## src/rtl/core/rf_remote_code_decoder_assert.svh

```systemverilog
// Assertion macros for the remote code decoder.
// Needs clk and rst_n in the scope where a macro is used.
`ifndef RF_REMOTE_CODE_DECODER_ASSERT_SVH
`define RF_REMOTE_CODE_DECODER_ASSERT_SVH

// same-cycle implication
`define RFCD_ASSERT_NOW(label, ante, cons, msg) \
  label: assert property (@(posedge clk) disable iff (!rst_n) (ante) |-> (cons)) \
    else $error(msg);

// next-cycle implication
`define RFCD_ASSERT_NEXT(label, ante, cons, msg) \
  label: assert property (@(posedge clk) disable iff (!rst_n) (ante) |=> (cons)) \
    else $error(msg);

`endif

```

## src/rtl/core/rfcd_pkg.sv

```systemverilog
// Package of the remote code decoder: word types, constants, register indexes.
// No dependencies.
package rfcd_pkg;

  localparam int unsigned DEF_CODE_BITS  = 24;
  localparam int unsigned DEF_TIMER_BITS = 24;

  localparam int unsigned TICKS_W = 16;
  localparam int unsigned CFG_W   = 8;
  localparam int unsigned VALUE_W = 24;
  localparam int unsigned CLOCK_W = 8;
  localparam int unsigned SYNC_W  = 16;
  localparam int unsigned WIN_W   = 12;

  localparam int unsigned SYNC_SCALE = 124;
  // t / 124 == (t * 33826) >> 22 for every t below 255 * 124
  localparam int unsigned DIV_MULT   = 33826;
  localparam int unsigned DIV_SHIFT  = 22;
  localparam int unsigned DIV_IN_W   = 15;
  localparam int unsigned DIV_PROD_W = 32;

  localparam int unsigned ONE_LO  = 2;
  localparam int unsigned ONE_HI  = 6;
  localparam int unsigned ZERO_LO = 10;
  localparam int unsigned ZERO_HI = 14;

  localparam logic [CFG_W-1:0] MIN_SYNC_RST = 8'd32;
  localparam logic [CFG_W-1:0] MAX_SYNC_RST = 8'd128;

  typedef enum logic {
    REG_MIN_SYNC = 1'b0,
    REG_MAX_SYNC = 1'b1
  } cfg_reg_t;

  typedef struct packed {
    logic [TICKS_W-1:0] elapsed_ticks;
    logic               line_level;
    logic               clear_code;
  } rfcd_item_t;

  typedef struct packed {
    logic               code_valid;
    logic [VALUE_W-1:0] code_value;
    logic [CLOCK_W-1:0] code_clock;
    logic               code_new;
  } rfcd_result_t;

endpackage

```

## src/rtl/core/rfcd_core.sv

```systemverilog
// Decoder state and per-word decode: pulse timer, sync and bit windows, code latch.
// Depends on rfcd_pkg.
module rfcd_core import rfcd_pkg::*; #(
  parameter int unsigned CODE_BITS  = DEF_CODE_BITS,
  parameter int unsigned TIMER_BITS = DEF_TIMER_BITS
) (
  input  logic             clk,
  input  logic             rst_n,
  input  logic             step,
  input  rfcd_item_t       item,
  input  logic [CFG_W-1:0] min_sync,
  input  logic [CFG_W-1:0] max_sync,
  output rfcd_result_t     result
);

  localparam int unsigned POS_W = $clog2(CODE_BITS + 1);
  localparam int unsigned IDX_W = $clog2(CODE_BITS);
  localparam logic [POS_W-1:0] POS_IDLE = POS_W'(CODE_BITS);
  localparam logic [POS_W-1:0] POS_LAST = POS_W'(CODE_BITS - 1);

  logic [TIMER_BITS-1:0] timer_r, timer_nxt;
  logic                  last_r, last_nxt;
  logic [POS_W-1:0]      pos_r, pos_nxt;
  logic [CODE_BITS-1:0]  shift_r, shift_nxt;
  logic [CLOCK_W-1:0]    unit_r, unit_nxt;
  logic                  lat_vld_r, lat_vld_nxt;
  logic [CODE_BITS-1:0]  lat_code_r, lat_code_nxt;
  logic [CLOCK_W-1:0]    lat_clk_r, lat_clk_nxt;
  logic                  fresh;

  logic [TIMER_BITS:0]   sum;
  logic [TIMER_BITS-1:0] t;
  logic [SYNC_W-1:0]     sync_lo, sync_hi;
  logic                  in_sync, is_one, is_zero, rise;
  logic [DIV_PROD_W-1:0] div_prod;
  logic [CLOCK_W-1:0]    clk_meas;
  logic [WIN_W-1:0]      one_lo, one_hi, zero_lo, zero_hi;
  logic [IDX_W-1:0]      bit_idx;

  assign sum = {1'b0, timer_r} + (TIMER_BITS + 1)'(item.elapsed_ticks);
  assign t   = sum[TIMER_BITS] ? '1 : sum[TIMER_BITS-1:0];

  assign sync_lo = SYNC_W'(min_sync) * SYNC_W'(SYNC_SCALE);
  assign sync_hi = SYNC_W'(max_sync) * SYNC_W'(SYNC_SCALE);
  assign in_sync = (t > TIMER_BITS'(sync_lo)) && (t < TIMER_BITS'(sync_hi));

  assign div_prod = DIV_PROD_W'(t[DIV_IN_W-1:0]) * DIV_PROD_W'(DIV_MULT);
  assign clk_meas = div_prod[DIV_SHIFT +: CLOCK_W];

  assign one_lo  = WIN_W'(unit_r) * WIN_W'(ONE_LO);
  assign one_hi  = WIN_W'(unit_r) * WIN_W'(ONE_HI);
  assign zero_lo = WIN_W'(unit_r) * WIN_W'(ZERO_LO);
  assign zero_hi = WIN_W'(unit_r) * WIN_W'(ZERO_HI);
  assign is_one  = (t > TIMER_BITS'(one_lo)) && (t < TIMER_BITS'(one_hi));
  assign is_zero = (t > TIMER_BITS'(zero_lo)) && (t < TIMER_BITS'(zero_hi));

  assign rise    = item.line_level && !last_r;
  assign bit_idx = pos_r[IDX_W-1:0];

  always_comb begin
    timer_nxt    = (item.line_level != last_r) ? '0 : t;
    last_nxt     = item.line_level;
    pos_nxt      = pos_r;
    shift_nxt    = shift_r;
    unit_nxt     = unit_r;
    lat_vld_nxt  = lat_vld_r && !item.clear_code;
    lat_code_nxt = item.clear_code ? '0 : lat_code_r;
    lat_clk_nxt  = item.clear_code ? '0 : lat_clk_r;
    fresh        = 1'b0;
    if (rise) begin
      if (in_sync) begin
        unit_nxt = clk_meas;
        pos_nxt  = POS_LAST;
      end else if (pos_r >= POS_IDLE) begin
        // noise outside a frame
        lat_vld_nxt  = 1'b0;
        lat_code_nxt = '0;
        lat_clk_nxt  = '0;
      end else if (is_one || is_zero) begin
        shift_nxt[bit_idx] = is_one;
        if (pos_r == '0) begin
          pos_nxt = POS_IDLE;
          if (!lat_vld_nxt) begin
            lat_vld_nxt  = 1'b1;
            lat_code_nxt = shift_nxt;
            lat_clk_nxt  = unit_r;
            fresh        = 1'b1;
          end
        end else begin
          pos_nxt = pos_r - 1'b1;
        end
      end else begin
        pos_nxt = POS_IDLE;
      end
    end
  end

  always_ff @(posedge clk) begin
    if (!rst_n) begin
      timer_r    <= '0;
      last_r     <= 1'b0;
      pos_r      <= POS_IDLE;
      shift_r    <= '0;
      unit_r     <= '0;
      lat_vld_r  <= 1'b0;
      lat_code_r <= '0;
      lat_clk_r  <= '0;
    end else if (step) begin
      timer_r    <= timer_nxt;
      last_r     <= last_nxt;
      pos_r      <= pos_nxt;
      shift_r    <= shift_nxt;
      unit_r     <= unit_nxt;
      lat_vld_r  <= lat_vld_nxt;
      lat_code_r <= lat_code_nxt;
      lat_clk_r  <= lat_clk_nxt;
    end
  end

  assign result.code_valid = lat_vld_nxt;
  assign result.code_value = VALUE_W'(lat_code_nxt);
  assign result.code_clock = lat_clk_nxt;
  assign result.code_new   = fresh;

endmodule

```

## config.mk

```make
export PLATFORM = sky130hd
export DESIGN_NAME = rfcd_core
export DESIGN_NICKNAME = d
export VERILOG_FILES = /design/src/rtl/core/rf_remote_code_decoder_assert.svh /design/src/rtl/core/rfcd_pkg.sv /design/src/rtl/core/rfcd_core.sv
export SDC_FILE = /design/constraint.sdc
export NUM_CORES = 1
export LEC_CHECK = 0
export BUFFER_PORTS_ARGS = -buffer_cell sky130_fd_sc_hd__buf_2
export CORE_MARGIN = 2
export CORE_UTILIZATION = 35
export DETAILED_ROUTE_END_ITERATION = 8
export GPL_TIMING_DRIVEN = 0
export MAX_ROUTING_LAYER = met4
export SLEW_MARGIN = 5
export SYNTH_ARGS = -nofsm -noshare
export SYNTH_HDL_FRONTEND = slang
export SYNTH_SLANG_ARGS = --single-unit
```

## constraint.sdc

```tcl
create_clock -name clk -period 7.5 [get_ports clk]
set_clock_uncertainty 0.1 [all_clocks]
set_input_delay 0.75 -clock clk [delete_from_list [all_inputs] [get_ports clk]]
set_output_delay 0.75 -clock clk [all_outputs]
set_load 0.1 [all_outputs]
```

== Word-level counts from Yosys, hierarchy flattened ==
Index checks and enable logic that the tools add are counted.
Widths: inputs -> output; s select.

* Bits in writable memories: 0
* Bits in latches: 0
* Bits in read-only memories: 0
* Memories kept: 0
* Bits in registers: 95
* Logic and storage cells: 76
* Output and inout port bits: 34
* Bits of input ports: 37

* Divide/modulo/power cells: 0
* Order comparisons: 9
* Add/subtract/negate cells: 2
* Eq/ne operators: 2
* Multiply operators: 6
* Reduce and logical (&&, ||, !) cells: 13
* Mux-type cells: 34
* Shift operators: 0
* Bitwise operators: 2

{| class="wikitable"
|+ Operator list
! operator !! number
|-
| $mux 24 || 9
|-
| $mux 8 || 7
|-
| $mul 15x15->29 const B || 1
|-
| $mul 8x5->13 const B || 2
|-
| $add 24x16->25 || 1
|-
| $bwmux 24 || 1
|-
| $gt 24x12->1 || 1
|-
| $gt 24x15->1 || 1
|-
| $gt 24x9->1 || 1
|-
| $lt 24x11->1 || 1
|-
| $lt 24x12->1 || 1
|-
| $lt 24x15->1 || 1
|-
| $mul 8x3->11 const B || 2
|-
| $mux 5 || 4
|-
| $mux 1 || 12
|-
| $mul 8x2->10 const B || 1
|-
| $logic_and 1x1->1 || 6
|-
| $lt 5x6->1 const B || 1
|-
| $reduce_and 3->1 || 2
|-
| $demux 1 s5 || 1
|-
| $ge 5x1->1 const B || 1
|-
| $ge 5x5->1 const B || 1
|-
| $logic_not 5->1 || 1
|-
| $reduce_and 5->1 || 1
|-
| 6 further kinds || 8
|}

== Logic depth before layout (Yosys ltp) ==
* Depth after elaboration: 11
* Gate-level depth with buffers: 29
* Depth with buffers taken out: 28

== Worst setup path before layout ==
No wires, ideal clock.

* Path type: input to output
* Start point: input port min_sync[0]
* End point: output port result[31] (netlist bit)
* Required time: 6.650 ns
* Stages: 25
* Data arrival time: 7.022 ns
* Setup slack: -0.372 ns
* Cell sequence: fa_1 fa_1 inv_1 fa_1 inv_1 ha_1 nor2b_1 o21ai_0 a21oi_1 o21ai_0 nand2_1 a21o_1 a21o_1 a21o_1 a21oi_1 xnor2_1 ha_1 a2111oi_0 nand2_1 o211ai_1 a211oi_1 and4b_1 a21boi_0 nand2_1 o2bb2ai_1

{| class="wikitable"
|+ RTL lines
! element !! RTL line !! source
|-
| start, declared || rfcd_core.sv:11 || <nowiki>input logic [CFG_W-1:0] min_sync,</nowiki>
|-
| end, declared || rfcd_core.sv:13 || <nowiki>output rfcd_result_t result</nowiki>
|}

==> key figures <==
Cells and area
  • Post-layout nets: 2007
  • Post-route cell area: 0.0157 mm^2
  • Most common cell after layout, fill and taps aside: ha_1
  • Proportion of layout cells with a drive suffix above 1: 17.6%
  • Post-layout util: 43.0%
  • Most frequent cells in the layout: ha_1 (251), inv_1 (130), nand2_1 (128)
  • P&R area growth vs syn: 20.9%
  • Fill cells: approximately 3700

Worst setup path
  • Worst Setup EP: result[9]
  • Worst R2R Setup Slack: 580 ps
  • CP required: 6650 ps
  • CP bufs+invs: 7
  • WS Path Type: primary input to primary output
  • CP Depth: 31
  • Critical register-to-register path startpoint: timer_r[0]
  • Worst path slowest cell: fa_1
  • Slowest cell delay on critical path: 540 ps
  • FF-to-FF End: unit_r[7]
  • Most used cell, CP: a21o_1
  • Critical Path End Type: primary output
  • Worst path arrival time: approximately 6600 ps
  • R2R depth: 26
  • CP Launch Type: primary input
  • CP max FO: 5
  • Crit. Startpoint: min_sync[1]
  • Top Family by Delay on Critical Path: compound AO/OA/AOI/OAI gates

Power and ir drop
  • Power Density: 204 mW/mm^2
  • Sw power: 1.50 mW
  • VDD IR-drop max: between 0.0001 and 0.00015 V
  • Sw Share: roughly 47%
  • Combinational share of power: 68.3%
  • Clock Power Share: 15.0%
  • Power Total: approximately 3.2 mW
  • Internal power: 1.71 mW
  • Seq pwr share: 16.6%
  • Leak Pwr: about 7.0 nW

Synth
  • Post-synth top flop: dfxtp_1
  • Flop and latch count out of synthesis: 94
  • Mean Syn Cell Area: 8.41 um^2
  • Asr flop ratio synth: 0%
  • Gate Count Post-Synth: 1547
  • YS warnings: 0
  • Synth cell types: between 80 and 90
  • Post-synth EDFFs: 0
  • Post-Syn Nets: 1896
  • Post-synthesis sequential area ratio: 14.5%
  • Synthesized area: between 0.01 and 0.015 mm^2

Clocking
  • Hold-fix buffers at CTS: 0
  • Count of clock tree sinks: 94
  • CTS Buf Count: 9
  • Clk_lat worst skew: ~370 ps
  • CTS max path bufs: 2
  • CTS tree: done
  • CTS clock-pin slew for the worst setup and hold paths: approximately 80 ps
  • Root buf cell: clkbuf_16
  • H-tree levels: 3

Floorplanning
  • Num ports: 71
  • Die height: 197 um
  • Full die area: ~0.039 mm^2
  • Core area: 0.0366 mm^2
  • Die span in x: 197 um
  • Initial Util: 35.5%
  • Rows: 70

Worst hold path
  • Worst min-delay path class: register to register

Global route
  • Total gr overflow: 0
  • Vias in the first global route: 11991
  • GRT Overall Usage: 20.8%
  • Largest net degree at the start of global routing: 18
  • Initial antenna violation count: 1
  • Global-route wire length before repair: 62.7 mm

Detailed routing
  • Vias per inst: about 5.6
  • DRC viols: 0
  • Routed length per instance: 18.2 um
  • DRT Pass-1 Iters: 6
  • DRT iter0 DRCs: between 700 and 800
  • Final wirelength: 38.7 mm
  • Post-route ant nets: 0
  • Via count: 11993

Place
  • HPWL after DPL: 28.7 mm
  • Post-DP Area: 0.0140 mm^2
  • RePlAce Congestion: 0.947
  • IO Port Bufs: 69

STA
  • FMAX: around 130 MHz
  • Hold Vio Cnt, Final: 0
  • Relative slew slack: 35.9%
  • Final period util: 99.4%
  • Fin. max-slew vios: 0
  • Fin crit period: approximately 7500 ps
  • Setup Viol. Count Final: 0
  • RSZ-0062 raised after global routing: true
  • Slew of the pin with the lowest slew margin: 959 ps

Outcome
  • Status: completed

Run
  • Maxcap violations: 0
registers in the layout (all words and copies together), names as in the netlist:
name and flops:
last_r 1, lat_vld_r 1, unit_r 8, lat_code_r 24, shift_r 23, bit_idx 5
lat_clk_r 8, timer_r 24
layer usage:
metal	track usage (%)	wire length [um]
met1	26.6	17600
met5	-	0
met2	35.2	18900
met4	4.18	423
met3	2.55	1840
layout make-up:
| class | count | area [um^2] | share of cell area, % |
|---|---|---|---|
| well taps | 468 | 586 | 3.72 |
| clock inverters | 6 | 50.0 | 0.318 |
| flip-flops and latches | 94 | 1880 | 12.0 |
| multi-input cells | 1236 | 10800 | 68.7 |
| diodes | 2 | 5.00 | 0.0318 |
| repair buffers | 101 | 1200 | 7.62 |
| clock buffers | 10 | 239 | 1.52 |
| inverters | 142 | 537 | 3.41 |
| plain buffers | 74 | 423 | 2.69 |
cells in the mapped netlist (7+ instances only):
cell,count,area (um^2)
a211oi_1,14,105
a21o_1,31,233
a21oi_1,110,551
a22o_1,31,272
a31oi_1,32,200
and3_1,17,106
buf_2,15,75.1
clkbuf_1,46,173
dfxtp_1,94,1880
fa_1,55,1100
ha_1,257,3220
inv_1,142,533
mux2i_1,8,80.1
nand2_1,132,495
nand2b_1,18,113
nand3_1,21,105
nand4_1,20,125
nor2_1,84,315
nor2b_1,22,138
nor3_1,12,60.1
nor3b_1,30,225
nor3b_2,18,225
nor4_1,7,43.8
o2111ai_1,7,61.3
o211ai_1,9,67.6
o21a_1,16,120
o21ai_0,69,345
o21ai_1,18,90.1
o21bai_1,9,67.6
o41ai_2,18,293
or3_1,24,150
xnor2_1,26,228
xor2_1,22,193
metrics by stage:
step	cells	setup WS, ps	setup TNS (ps)	hold WS (ps)
after CTS	2116	-117	-3140	373
after floorplan	1547	-42.4	-763	337
after global routing	2132	-157	-3710	387
after global placement	2084	-1860	-101620	344
after detailed placement	2084	-1420	-61760	355
final	2133	41.5	0	378
tightest hold or removal path, cell delays in order (launching register included):
cell     delay, ps
dfxtp_1        320
nand2_1         60
a21oi_1         50
power by group through the flow:
stage | combinational (mW) | clock [mW] | sequential, mW
2_1_floorplan | 1.45 | 0 | 0.537
3_3_place_gp | 1.87 | 0 | 0.546
3_5_place_dp | 1.92 | 0 | 0.546
4_1_cts | 2.04 | 0.485 | 0.535
5_1_grt | 2.52 | 0.507 | 0.538
6_report | 2.20 | 0.483 | 0.535
repair_timing:
action,in CTS,in global routing
endpoints found under the setup margin,42,40
cloned,3,1
pin swaps,40,37
setup buffers,13,15
gates resized for setup,208,66
kinds of logic (layout without fill, tap and decap cells):
logic type / after synthesis / in the layout / synth area share [%]
DFF: 94 / 94 / 14.5
other: 0 / 2 / 0
xor gates and xnor gates: 48 / 48 / 3.23
AOI/OAI and AO/OA: 427 / 427 / 22.8
and+or+nand+nor: 441 / 441 / 18.8
adders and majority gates: 312 / 312 / 33.2
buffers and inverters: 217 / 333 / 6.87
muxes: 8 / 8 / 0.615
worst min path at each step:
stage | startpoint | end | slack [ps] | depth (start not counted)
floorplan | lat_clk_r[1] | lat_clk_r[1] | 340 | 2
global placement | lat_code_r[8] | lat_code_r[8] | 340 | 2
detailed placement | lat_code_r[8] | lat_code_r[8] | 350 | 2
CTS | lat_code_r[18] | lat_code_r[18] | 370 | 2
global route | timer_r[0] | timer_r[0] | 390 | 2
finish | timer_r[0] | timer_r[0] | 380 | 2
Note: power is estimated with default switching activity, not from simulation.
